[src/hw/rtl/tcoc_pkg.sv]
package tcoc_pkg;

    localparam int CFG_IDX_W = 3;
    localparam int CFG_DATA_W = 32;

    localparam logic [CFG_IDX_W-1:0] REG_EYE_X        = 3'd0;
    localparam logic [CFG_IDX_W-1:0] REG_EYE_Y        = 3'd1;
    localparam logic [CFG_IDX_W-1:0] REG_EYE_Z        = 3'd2;
    localparam logic [CFG_IDX_W-1:0] REG_CULL_MODE    = 3'd3;
    localparam logic [CFG_IDX_W-1:0] REG_PARALLEL     = 3'd4;
    localparam logic [CFG_IDX_W-1:0] REG_INSIDE_MASK  = 3'd5;
    localparam logic [CFG_IDX_W-1:0] REG_OUTSIDE_MASK = 3'd6;

    localparam logic [1:0] FUNC_CULL  = 2'd0;
    localparam logic [1:0] FUNC_CODES = 2'd1;
    localparam logic [1:0] FUNC_TEST  = 2'd2;
    localparam logic [1:0] FUNC_CLEAR = 2'd3;

    localparam logic [1:0] CULL_NONE = 2'd0;
    localparam logic [1:0] CULL_ONE  = 2'd1;
    localparam logic [1:0] CULL_TWO  = 2'd2;

    localparam int ST_VISIBLE  = 0;
    localparam int ST_REVERSED = 1;
    localparam int ST_CLIPPED  = 2;

    localparam logic [1:0] SIDE_FRONT = 2'b01;
    localparam logic [1:0] SIDE_BACK  = 2'b10;

    localparam logic [15:0] COUNT_MAX = 16'hFFFF;

    typedef struct packed {
        logic [1:0]         func;
        logic [11:0]        face_index;
        logic [9:0]         vertex_a;
        logic [9:0]         vertex_b;
        logic [9:0]         vertex_c;
        logic signed [31:0] normal_x;
        logic signed [31:0] normal_y;
        logic signed [31:0] normal_z;
        logic signed [31:0] plane_offset;
        logic [15:0]        vertex_outcodes;
    } in_word_t;

    typedef struct packed {
        logic        face_visible;
        logic        face_reversed;
        logic        face_clipped;
        logic [15:0] clip_codes;
        logic        any_clipped;
        logic [15:0] vertex_refcount;
        logic [1:0]  vertex_sides;
    } out_word_t;

    typedef struct packed {
        logic [1:0]  func;
        logic [11:0] face_index;
        logic [9:0]  vertex_a;
        logic [9:0]  vertex_b;
        logic [9:0]  vertex_c;
        logic [15:0] vertex_outcodes;
        logic        hide;
        logic        reversed;
        logic        mark_sides;
    } cmd_t;

    typedef struct packed {
        logic init_busy;
    } back_status_t;

    typedef enum logic [3:0] {
        BK_CLEAR,
        BK_IDLE,
        BK_VCODE,
        BK_VCODE_RES,
        BK_FACE_RD,
        BK_FACE_CHK,
        BK_CODE_RD,
        BK_CODE_ACC,
        BK_DECIDE,
        BK_CNT_RD,
        BK_CNT_WR,
        BK_STATUS_WR,
        BK_DONE
    } bk_state_t;

endpackage

[src/hw/rtl/tcoc_queue.sv]
module tcoc_queue
    import tcoc_pkg::*;
(
    input  logic clk,
    input  logic rst_n,
    input  logic push,
    input  cmd_t push_cmd,
    output logic ready,
    input  logic pop,
    output logic valid,
    output cmd_t head
);

    cmd_t       slot_reg [2];
    logic       wptr_reg;
    logic       rptr_reg;
    logic [1:0] count_reg;

    assign ready = (count_reg != 2'd2);
    assign valid = (count_reg != 2'd0);
    assign head  = slot_reg[rptr_reg];

    always_ff @(posedge clk or negedge rst_n)
    begin
        if (!rst_n)
        begin
            wptr_reg  <= 1'b0;
            rptr_reg  <= 1'b0;
            count_reg <= 2'd0;
        end
        else
        begin
            if (push)
            begin
                wptr_reg <= !wptr_reg;
            end
            if (pop)
            begin
                rptr_reg <= !rptr_reg;
            end
            if (push && !pop)
            begin
                count_reg <= count_reg + 2'd1;
            end
            else if (pop && !push)
            begin
                count_reg <= count_reg - 2'd1;
            end
        end
    end

    always_ff @(posedge clk)
    begin
        if (push)
        begin
            slot_reg[wptr_reg] <= push_cmd;
        end
    end

endmodule

[config.mk]
export PLATFORM = sky130hd
export DESIGN_NAME = tcoc_queue
export DESIGN_NICKNAME = d
export VERILOG_FILES = /design/src/hw/rtl/tcoc_pkg.sv /design/src/hw/rtl/tcoc_queue.sv
export SDC_FILE = /design/constraint.sdc
export NUM_CORES = 1
export LEC_CHECK = 0
export BUFFER_PORTS_ARGS = -buffer_cell sky130_fd_sc_hd__buf_2
export CAP_MARGIN = 20
export CORE_UTILIZATION = 52
export DETAILED_ROUTE_END_ITERATION = 10
export PLACE_DENSITY = 0.79
export SETUP_SLACK_MARGIN = 0.5
export SLEW_MARGIN = 40
export SYNTH_ARGS = -nofsm -noshare
export SYNTH_HDL_FRONTEND = slang
export SYNTH_SLANG_ARGS = --single-unit
[constraint.sdc]
create_clock -name clk -period 4.4 [get_ports clk]
set_input_delay 0.44 -clock clk [delete_from_list [all_inputs] [get_ports clk]]
set_output_delay 0.44 -clock clk [all_outputs]
set_load 0.02 [all_outputs]
# After elaboration in Yosys (flattened, before gate mapping)
# Memories as Yosys holds them, arrays and structs flattened.
# Cells that the tools add are included.
dict set report totals {
  regBits 4
  mem_bits_rw 126
  inputBits 67
  out_inout_bits 65
  word_cells 19
  n_memories 1
}
dict set report op_classes {
  add_sub_neg 2
  eq_ne 1
  n_mux 4
  n_reduce_logical 8
}
# memory words word_bits rd rd_ports_with_merged_regs write_ports line
set memory_table {}
lappend memory_table {slot_reg 2 63 1 0 1 tcoc_queue.sv:14} ;# cmd_t slot_reg [2];
# op count
set op_table {}
lappend op_table {{$logic_not 1->1} 4}
lappend op_table {{$mux 2} 2}
lappend op_table {{$reduce_bool 2->1} 2}
lappend op_table {{$add 2x1->2 const B} 1}
lappend op_table {{$logic_and 1x1->1} 2}
lappend op_table {{$mux 1} 2}
lappend op_table {{$ne 2x2->1 const B} 1}
lappend op_table {{$sub 2x1->2 const B} 1}

# Longest topological paths before layout
dict set report logic_depth {
  depth_word 4
  ltp_mapped 5
  depth_no_buf 5
}

# Worst setup path before layout
# OpenSTA, ideal clock, no wires.
dict set report synth_path {
  path_kind {input to register}
  from {in push}
  to {mem slot_reg[0][0] in the netlist's numbering (enable)}
  setup_time_ns 0.492
  arrival_time_ns 3.212
  t_required_ns 3.908
  setup_slack_ns 0.696
  stages 1
  n_path_buf 0
  cell_sequence {nor2b_1}
}
dict set report synth_between {
  elab_chain_cells 2
}
# item line
set synth_rtl {}
lappend synth_rtl {{from (decl)} tcoc_queue.sv:6} ;# input logic push,
lappend synth_rtl {{$mux 1} tcoc_queue.sv:54} ;# if (push)
lappend synth_rtl {{$mux 1 (implied by the code)} tcoc_queue.sv:56} ;# slot_reg[wptr_reg] <= push_cmd;
lappend synth_rtl {{to (decl)} tcoc_queue.sv:14}
# Every way passes these cells.

==> impl_metrics.ini <==
[timing]
drv_slew = 0
timing.final.crit_share = 0.524
finClkSkew_ps = 9.50
finalSetupViolCount = 0
timing.final.ws_setup_ps = 2090
clock.fmax_ghz = 0.434
rsz0062_at_grt = false
relSlewSlack = 0.575
fin_crit_ps = 2310
tns_ps = 0
worst_pin_slew_ps = 637
final_hold_viol_count = 0
holdWs_ps = 134

[clock_network]
clk_path_buf_depth = 2
post_cts_buffers = 0
root_buffer = clkbuf_8
cts_num_sinks = 130
clock_latency_ps = 490
cts_tree = built
cts_resized = 0
clk_pin_slew_ps = 50
cts_made_buffers = 17
ctsHtreeMaxLevel = 4

[worst_hold_path]
hold_path.class = primary input to flop

[die]
die_h_um = 100
row_count = 35
boundaryPins = 132
start_util = 0.540
core_area_mm2 = 0.00933
die-area_mm2 = 0.0101
die_width_um = 100

[power_and_ir_drop]
p_int_mw = 3.10
combPwrFrac = 0.318
power.density_mw_per_mm2 = 700
p_seq_frac = 0.393
p_clk_frac = 0.289
p_leak_nw = 2.60
sw_frac_of_total = 0.303
vdd_drop_max_mv = 0.421
p_switching_mw = 1.35

[synthesis]
synth_area_mm2 = 0.00503
synth_top_area_share = 0.751
synth_area_per_cell_um2 = 23.7
netlist_top_cells_area = edfxtp_1, mux2_4, buf_12
yosys.area.top_type = edfxtp_1
syn_nets = 280
yosysWarnings = 0
syn_inst = 212
ys_seq_area_frac = 0.771
synth_seq_cells = 130
synth_cell_types = 15

[final_layout]
area_growth_pct = 26.2
largest_register_ffs = 126
n_fill_cell = 615
finalInstanceArea_mm2 = 0.00636
post_route_cells_drive_above_1_share = 0.617
nets = 428

[detailed_routing]
vias_per_cell = 4.75
postRouteAntennaNets = 0
first_pass_iters = 4
top_layer = met4
wl_met3_um = 419
wl_um = 8010
drt_first_iter_violations = 103
avgRoutedWirePerCell_um = 15.9
vias = 2389
post-route-drc-count = 0
drt-met1-wl_um = 3300
wl_met2_um = 4230

[setup_path]
crit_arrival_ps = 1870
crit_required_ps = 3960
critPathCaptureType = output pin
critPathKind = flop to output pin
crit_fanout = 29
start_kind = flop

[global_routing]
grt_remaining_overflow = 0
grt_use_total = 0.166
grt_pass1_wl_um = 12000
grt_pass1_vias = 2433
grt_max_degree = 44
antenna_found_initial = 1

[place]
io_buffer_count = 131
hpwlAfterDp_um = 5230
post-place-ws_ps = 2220
place_area_mm2 = 0.00579
gp_congestion = 0.669

[flow_run]
drv_cap = 0

[outcome]
outcome = finished clean
==> timing repair <==
action / in CTS / in global routing
setup endpoints to repair: 0 / 0
endpoints found under the hold margin: 4 / 0
hold buffers: 1 / 0
==> layout by cell type (no fill, tap or decap) <==
master	count
and2_4	1
buf_12	2
buf_2	131
buf_4	2
bufinv_16	2
clkbuf_16	16
clkbuf_8	1
clkinv_1	4
clkinv_2	3
clkinv_4	2
clkinvlp_4	2
dfrtp_1	3
dfrtp_4	1
diode_2	1
dlygate4sd3_1	1
edfxtp_1	126
ha_1	1
inv_1	1
inv_6	2
mux2_2	4
mux2_4	59
nand2b_1	1
nor2_1	1
nor2b_4	1
or2_2	1
xnor2_1	1
xor2_1	4
==> cell families (layout without fill, tap and decap cells) <==
kind of cell               after synthesis  in the layout  share of synthesized area
xor gates and xnor gates                 5              5                    0.00870
adders and majority gates                1              1                    0.00248
buffers and inverters                    8            169                     0.0268
DFF                                    130            130                      0.771
muxes                                   63             63                      0.185
other                                    0              1                          0
and+or+nand+nor                          5              5                    0.00572
==> cell type report <==
type	count	area (um2)	area share
inverters	1	3.75	0.000591
well taps	129	161	0.0254
multi-input cells	74	1030	0.161
clock buffers	17	414	0.0652
diodes	1	2.50	0.000394
flip-flops and latches	130	3890	0.612
clock inverters	15	140	0.0220
repair buffers	136	721	0.113
==> per-stage QoR <==
stage	total power [mW]	utilization	std cells
detailed placement	3.21	0.621	469
finish	4.45	0.681	503
CTS	4.50	0.681	502
global placement	3.16	0.616	467
floorplan	2.92	-	212
global route	4.64	0.681	502
==> final timing paths <==
path	start	to	slack [ps]	depth (start not counted)
worst max-delay path	rptr_reg$_DFFE_PN0P_	head[54]	2090	3
worst min-delay path	push_cmd[10]	slot_reg[0][10]$_DFFE_PP_	130	1
worst max register to register	wptr_reg$_DFFE_PN0P_	slot_reg[0][32]$_DFFE_PP_	2450	2
worst min register to register	count_reg[1]$_DFFE_PN0P_	count_reg[1]$_DFFE_PN0P_	480	1
max in group asynchronous	rst_n	rptr_reg$_DFFE_PN0P_	3970	2
min in group asynchronous	rst_n	count_reg[1]$_DFFE_PN0P_	290	2
==> synth_stat cells <==
| cell type | count |
|---|---|
| edfxtp_1 | 126 |
| mux2_4 | 59 |
| buf_12 | 6 |
| dfrtp_1 | 4 |
| mux2_2 | 4 |
| xor2_1 | 4 |
| and2_1 | 1 |
| buf_6 | 1 |
| ha_1 | 1 |
| inv_1 | 1 |
| nand2b_1 | 1 |
| nor2_1 | 1 |
| nor2b_1 | 1 |
| or2_2 | 1 |
| xnor2_1 | 1 |
==> layer usage <==
| layer | vias to the layer above | track usage |
|---|---|---|
| li1 | 1137 | - |
| met4 | 0 | 0.0713 |
| met2 | 87 | 0.287 |
| met1 | 1159 | 0.184 |
| met5 | - | 0 |
| met3 | 6 | 0.0641 |
==> worst max-delay path, stage by stage, from the launching register on <==
cell	delay [ps]
dfrtp_4	570
buf_12	270
mux2_2	360
buf_2	160
==> power groups by stage <==
stage	clock (mW)	combinational (mW)	sequential, mW
final	1.28	1.42	1.75
after floorplan	0	1.18	1.74
after detailed placement	0	1.43	1.77
after global routing	1.37	1.50	1.77
after CTS	1.32	1.44	1.75
after global placement	0	1.27	1.88
Note: power is estimated with default switching activity, not from simulation.
